[src/rtl/core/cfir_pkg.sv]
// Shared constants and types for the complex FIR filter.
package cfir_pkg;

	localparam int DEF_MAX_TAPS     = 32;
	localparam int DEF_SAMPLE_WIDTH = 16;

	localparam int ACC_W      = 40;
	localparam int COEF_IDX_W = 5;
	localparam int TAP_CNT_W  = 6;
	localparam int CFG_IDX_W  = 2;
	localparam int CFG_DATA_W = 6;

	localparam logic [TAP_CNT_W-1:0] TAP_CNT_RESET = TAP_CNT_W'(20);

	// configuration register indexes
	localparam logic [CFG_IDX_W-1:0] REG_CONJ = CFG_IDX_W'(0);
	localparam logic [CFG_IDX_W-1:0] REG_TAPS = CFG_IDX_W'(1);

	// request kinds carried in tuser
	localparam logic REQ_LOAD   = 1'b0;
	localparam logic REQ_SAMPLE = 1'b1;

	typedef struct packed {
		logic shift;
		logic clear;
		logic conj;
	} cfir_ctrl_t;

endpackage

[src/rtl/core/cfir_cell.sv]
// One filter tap: coefficient, delay-line sample, complex product and partial sum stage.
module cfir_cell import cfir_pkg::*; #(
	parameter int SAMPLE_WIDTH = DEF_SAMPLE_WIDTH
) (
	input  logic                           clk,
	input  logic                           arst_n,
	input  cfir_ctrl_t                     ctrl,
	input  logic                           coef_we,
	input  logic signed [SAMPLE_WIDTH-1:0] coef_i,
	input  logic signed [SAMPLE_WIDTH-1:0] coef_q,
	input  logic                           tap_en,
	input  logic signed [SAMPLE_WIDTH-1:0] x_in_i,
	input  logic signed [SAMPLE_WIDTH-1:0] x_in_q,
	output logic signed [SAMPLE_WIDTH-1:0] x_out_i,
	output logic signed [SAMPLE_WIDTH-1:0] x_out_q,
	input  logic signed [ACC_W-1:0]        psum_in_i,
	input  logic signed [ACC_W-1:0]        psum_in_q,
	output logic signed [ACC_W-1:0]        psum_out_i,
	output logic signed [ACC_W-1:0]        psum_out_q
);

	localparam int PROD_W = 2 * SAMPLE_WIDTH;
	localparam int SUM_W  = PROD_W + 1;
	localparam int EXT_W  = (SUM_W > ACC_W) ? SUM_W : ACC_W;

	logic signed [SAMPLE_WIDTH-1:0] x_i_q, x_q_q, w_i_q, w_q_q;
	logic signed [PROD_W-1:0]       p_rr_s1, p_ii_s1, p_ri_s1, p_ir_s1;
	logic signed [SUM_W-1:0]        re_sum, im_sum;
	logic signed [EXT_W-1:0]        re_ext, im_ext;
	logic signed [ACC_W-1:0]        re_add, im_add;
	logic signed [ACC_W-1:0]        psum_i_q, psum_q_q;

	always_ff @(posedge clk or negedge arst_n) begin
		if (!arst_n) begin
			x_i_q <= '0;
			x_q_q <= '0;
			w_i_q <= '0;
			w_q_q <= '0;
		end else begin
			if (ctrl.clear) begin
				x_i_q <= '0;
				x_q_q <= '0;
			end else if (ctrl.shift) begin
				x_i_q <= x_in_i;
				x_q_q <= x_in_q;
			end
			if (coef_we) begin
				w_i_q <= coef_i;
				w_q_q <= coef_q;
			end
		end
	end

	always_ff @(posedge clk) begin
		p_rr_s1 <= x_i_q * w_i_q;
		p_ii_s1 <= x_q_q * w_q_q;
		p_ri_s1 <= x_i_q * w_q_q;
		p_ir_s1 <= x_q_q * w_i_q;
	end

	// conjugate negates the coefficient's imaginary part
	always_comb begin
		if (ctrl.conj) begin
			re_sum = SUM_W'(p_rr_s1) + SUM_W'(p_ii_s1);
			im_sum = SUM_W'(p_ir_s1) - SUM_W'(p_ri_s1);
		end else begin
			re_sum = SUM_W'(p_rr_s1) - SUM_W'(p_ii_s1);
			im_sum = SUM_W'(p_ri_s1) + SUM_W'(p_ir_s1);
		end
		re_ext = EXT_W'(re_sum);
		im_ext = EXT_W'(im_sum);
		re_add = tap_en ? re_ext[ACC_W-1:0] : '0;
		im_add = tap_en ? im_ext[ACC_W-1:0] : '0;
	end

	always_ff @(posedge clk) begin
		psum_i_q <= psum_in_i + re_add;
		psum_q_q <= psum_in_q + im_add;
	end

	assign x_out_i    = x_i_q;
	assign x_out_q    = x_q_q;
	assign psum_out_i = psum_i_q;
	assign psum_out_q = psum_q_q;

endmodule
[config.mk]
export PLATFORM = sky130hd
export DESIGN_NAME = cfir_cell
export DESIGN_NICKNAME = d
export VERILOG_FILES = /design/src/rtl/core/cfir_pkg.sv /design/src/rtl/core/cfir_cell.sv
export SDC_FILE = /design/constraint.sdc
export NUM_CORES = 2
export LEC_CHECK = 0
export BUFFER_PORTS_ARGS = -buffer_cell sky130_fd_sc_hd__buf_2
export CAP_MARGIN = 40
export CORE_MARGIN = 8
export CORE_UTILIZATION = 32
export CTS_CLUSTER_DIAMETER = 200
export CTS_CLUSTER_SIZE = 30
export DETAILED_ROUTE_END_ITERATION = 7
export SLEW_MARGIN = 20
export SYNTH_ARGS = -nofsm -noshare
export SYNTH_HDL_FRONTEND = slang
export SYNTH_SLANG_ARGS = --single-unit
[constraint.sdc]
create_clock -name clk -period 6.9 [get_ports clk]
set_input_delay 0.69 -clock clk [delete_from_list [all_inputs] [get_ports clk]]
set_output_delay 0.69 -clock clk [all_outputs]
set_load 0.005 [all_outputs]
== Yosys cells after proc, flatten, opt, wreduce, memory -nomap -nowiden ==
Index checks and enable logic that the tools add are counted.

* Register bits after elaboration: 272
* Bits of input ports: 151
* Output and inout bits: 112
* Logic and storage cells: 29

* Add/subtract/negate cells: 6
* Multipliers: 4
* Mux-type cells: 8
* Reductions and logical operators: 1

{| class="wikitable"
|+ Operators by type and width
! cell !! number
|-
| multiplier 16 x 16 -> 32 bit || 4
|-
| adder 40 bit || 2
|-
| 2-to-1 mux 40 bit || 2
|-
| adder 32 x 32 -> 33 bit || 2
|-
| 2-to-1 mux 33 bit || 2
|-
| subtractor 32 x 32 -> 33 bit || 2
|-
| 2-to-1 mux 16 bit || 4
|-
| nonzero test 2 bit || 1
|}

== Logic depth before layout (Yosys ltp) ==
* Word-level depth: 4
* Depth in mapped cells: 29
* Depth with buffers taken out: 29

== Least setup slack after synthesis ==
OpenSTA, ideal clock, no wires.

* Path kind: register -> register
* Start: register x_q_q[15] (netlist: x_out_q[15])
* End: register p_ii_s1[31]
* Setup time: 0.072 ns
* Arrival time: 6.160 ns
* Data required time: 6.828 ns
* Slack: 0.668 ns
* Stages on the path, launching flop included: 25
* Path buffers: 1
* Clock period less this slack: 6.232 ns
* Path through: dfrtp_1 clkbuf_1 nand2_1 inv_1 fa_1 inv_1 fa_1 inv_1 fa_1 fa_1 fa_1 inv_1 fa_1 inv_1 ha_1 a21o_1 a21o_1 a21o_1 a21o_1 a21oi_1 o21ai_0 o41ai_1 o21bai_1 a21oi_1 xnor2_1

* Longest elaborated chain between the ends: 1

{| class="wikitable"
|+ RTL lines
! what !! RTL line !! source
|-
| from (decl) || cfir_cell.sv:26 || <nowiki>logic signed [SAMPLE_WIDTH-1:0] x_i_q, x_q_q, w_i_q, w_q_q;</nowiki>
|-
| from (signal assigned) || cfir_cell.sv:45 || <nowiki>x_q_q <= x_in_q;</nowiki>
|-
| multiplier 16 x 16 -> 32 bit || cfir_cell.sv:56 || <nowiki>p_ii_s1 <= x_q_q * w_q_q;</nowiki>
|-
| to (signal assigned) || cfir_cell.sv:56 ||
|-
| to (decl) || cfir_cell.sv:27 || <nowiki>logic signed [PROD_W-1:0] p_rr_s1, p_ii_s1, p_ri_s1, p_ir_s1;</nowiki>
|}

Every way passes these cells.
A chain may end at the register's enable or synchronous reset.

== Final worst setup path ==
* Start: register w_i_q[6]
* End: register p_rr_s1[31]

* Longest elaborated chain between the ends: 1

{| class="wikitable"
|+ RTL lines
! what !! RTL line !! source
|-
| from (decl) || cfir_cell.sv:26 ||
|-
| from (signal assigned) || cfir_cell.sv:48 || <nowiki>w_i_q <= coef_i;</nowiki>
|-
| multiplier 16 x 16 -> 32 bit || cfir_cell.sv:55 || <nowiki>p_rr_s1 <= x_i_q * w_i_q;</nowiki>
|-
| to (signal assigned) || cfir_cell.sv:55 ||
|-
| to (decl) || cfir_cell.sv:27 ||
|}

Every way passes these cells.

==> impl_metrics.yaml <==
clock_network:
  cts_made_buffers: 13
  clkLatencyLatePin_ns: 0.60
  cts.root.buffer_cell: "clkbuf_16"
  clk_pin_slew_ns: 0.16
  clockBufferDepth: 3
  cts.sinks: 272
  cts_tree: "built"
  cts_htree_levels: 1
floorplanning:
  rows: 151
  chipHeight_um: 429
  boundaryPins: 263
  chipWidth_um: 429
  design.core.area_um2: 169000
  start_util: 0.322
  dieArea_um2: 184000
critical_path:
  crit_top_cell: "fa_1"
  worstPathArrival_ns: 7.14
  path_cells: "buf_4 > nand2_1 > fa_1 > inv_1 > fa_1 > inv_1 > fa_1 > inv_1 > fa_1 > fa_1 > inv_1 > fa_1 > inv_1 > ha_1 > a21o_1 > a21o_1 > a21o_1 > a31oi_1 > o21ai_1 > a31oi_1 > a21oi_1 > a41oi_1 > mux2i_1 > a2111oi_0"
  setup.worst_path.start: "w_i_q[6]$_DFFE_PN0P_"
  worstReg2RegStart: "w_i_q[6]$_DFFE_PN0P_"
  crit_path_end_kind: "flop"
  cp_slowest_stage_delay_ns: 0.63
  crit_type: "reg2reg"
  worst_ep_required_time_ns: 7.37
  path_max_fanout: 10
  r2r_slack_ns: 0.23
  cp-start-kind: "flop"
  slowest_stage: "dfrtp_1"
grt:
  gr-total-overflow: 0
  antenna_found_initial: 8
  globalRouteTotalUtil: 0.174
  grt_start_max_net_pins: 41
  first_global_vias: 44800
  grt_first_pass_wirelength_mm: 255
route:
  firstDrtPassIters: 7
  routed_wl_mm: 162
  drc: 0
  drtIter0Drc: 2631
  vias_per_cell: 4.87
  wl_per_cell_um: 19.0
  drtAntennaViolNets: 0
  vias: 41500
sta:
  finClkSkew_ns: 0.0670
  hold_viol_final: 0
  period_share: 0.967
  slew_viol_final: 0
  fin_crit_ns: 6.67
  tightest_slew_ns: 0.765
  timing.fmax_ghz: 0.150
  setup_viol: 0
  slew_headroom: 0.477
place:
  dp_cells: 8496
  io_buffer_count: 262
  dp_hpwl_mm: 136
  gp_congestion: 0.923
hold_path:
  min_from: "coef_i[12]"
  hold_path.class: "in2reg"
finish:
  final_cell_mix: "inv_1, fa_1, nand2_1"
  instances_no_fill: 8521
  layout-drive-gt1-share: 0.0937
  fin_nets: 7973
  post-route-util: 0.355
  area_growth_pct: 10.3
  layout_commonest_cell: "inv_1"
power:
  p_leak_nw: 30.7
  power_density_nw_per_um2: 472
  power.total_mw: 28.4
  vdd_drop_max_uv: 396
flow_run:
  maxCapViolCount: 0
yosys:
  synth.distinct_cells: 82
  avgSynthCellArea_um2: 9.01
  synth_fp_nets: 7730
  synth_seq_cells: 272
  async_reset_ff_frac: 0.235
  syn_inst: 6052
  ys_seq_area_frac: 0.106
  synth_flop_cell: "dfxtp_1"
  syn_area_um2: 54500
  synth_edf_count: 0
  synth_warnings: 0
outcome:
  outcome: "finished clean"
## cells by family (layout without fill, tap and decap cells)
kind of cell / Yosys count / in the layout / share of synthesized area
xor+xnor: 307 / 307 / 0.0494
buf+inv: 1490 / 1737 / 0.103
simple gates: 1694 / 1694 / 0.151
flops: 272 / 272 / 0.106
compound gates: 692 / 692 / 0.0823
mux: 70 / 70 / 0.0136
fa+ha+maj: 1527 / 1527 / 0.495
other cells: 0 / 4 / 0
## final timing paths
check / cells past startpoint / end
setup / recovery: 24 / p_rr_s1[31]$_DFF_P_
hold / removal: 2 / w_i_q[12]$_DFFE_PN0P_
setup reg to reg: 24 / p_rr_s1[31]$_DFF_P_
hold reg to reg: 1 / w_q_q[8]$_DFFE_PN0P_
max in group asynchronous: 3 / x_out_q[4]$_DFFE_PN0P_
min in group asynchronous: 2 / w_i_q[11]$_DFFE_PN0P_
## per-layer routing
layer  routed length, um  part of all wire  global-route usage
met4                8270             0.051              0.0741
met3                7970             0.049              0.0153
met1               67300              0.42               0.222
met5                   0                 0                   0
met2               78100              0.48               0.303
## cell usage after synthesis (25+ instances only)
library cell / count / area [um2]
inv_1: 1257 / 4720
fa_1: 1052 / 21100
nand2_1: 646 / 2420
ha_1: 475 / 5940
and2_1: 449 / 2810
nor2_1: 282 / 1060
clkbuf_1: 224 / 841
a21oi_1: 220 / 1100
xnor2_1: 209 / 1830
dfxtp_1: 208 / 4160
a21o_1: 126 / 946
o21ai_0: 112 / 561
xor2_1: 97 / 850
dfrtp_1: 64 / 1600
nor3_1: 61 / 305
nand2b_1: 53 / 332
o21bai_1: 45 / 338
mux2i_1: 38 / 380
nand3_1: 38 / 190
mux2_2: 32 / 360
and3_1: 31 / 194
o21a_1: 31 / 233
a211oi_1: 25 / 188
a31oi_1: 25 / 156
nor2b_1: 25 / 156
## state kept, by name (all words and copies together) (netlist names)
| name | flops |
|---|---|
| p_ii_s1 | 32 |
| p_ir_s1 | 32 |
| p_ri_s1 | 32 |
| p_rr_s1 | 32 |
| psum_out_i | 40 |
| psum_out_q | 40 |
| w_i_q | 16 |
| w_q_q | 16 |
| x_out_i | 16 |
| x_out_q | 16 |
## metrics by stage
stage | setup TNS [ns] | area [um2] | hold slack (ns) | setup slack (ns)
3_5_place_dp | -0.182 | 59600 | 0.565 | -0.103
6_report | 0 | 60200 | 0.316 | 0.228
5_1_grt | -0.0280 | 60200 | 0.297 | -0.0121
4_1_cts | 0 | 60000 | 0.269 | 0.0702
2_1_floorplan | 0 | 54500 | 0.394 | 0.668
3_3_place_gp | -0.0149 | 59500 | 0.558 | -0.0149
## power breakdown
group	leakage (nW)	total (mW)	internal [mW]	switching, mW
Combinational	28.0	24.3	10.3	14.0
Clock	0.184	1.01	0.366	0.643
Sequential	2.53	3.07	2.48	0.587
## worst max-delay path: cells and delay by family (launching register included)
family,cells,cell delay (ns)
fa+ha+maj,7,3.24
compound gates,9,1.95
flops,1,0.63
buf+inv,6,0.53
mux,1,0.11
simple gates,1,0.09
## layout make-up
type                       instances  area, um2
sequential                       272       5790
timing repair buffer             461       3150
inverter                        1257       4720
clock inverter                     3       47.5
tap                             2218       2780
multi-input combinational       4290      43300
antenna                            4       10.0
clock buffer                      16        337
fill                           17300     109000
## timing repair
action	4_1_cts	5_1_grt
buffers inserted	0	1
pin swaps	0	3
gates resized for setup	3	50
gates cloned	0	0
hold buffers	1	0
setup endpoints to repair	2	41
endpoints found under the hold margin	24	0
Power figures use the tool's default switching activity.
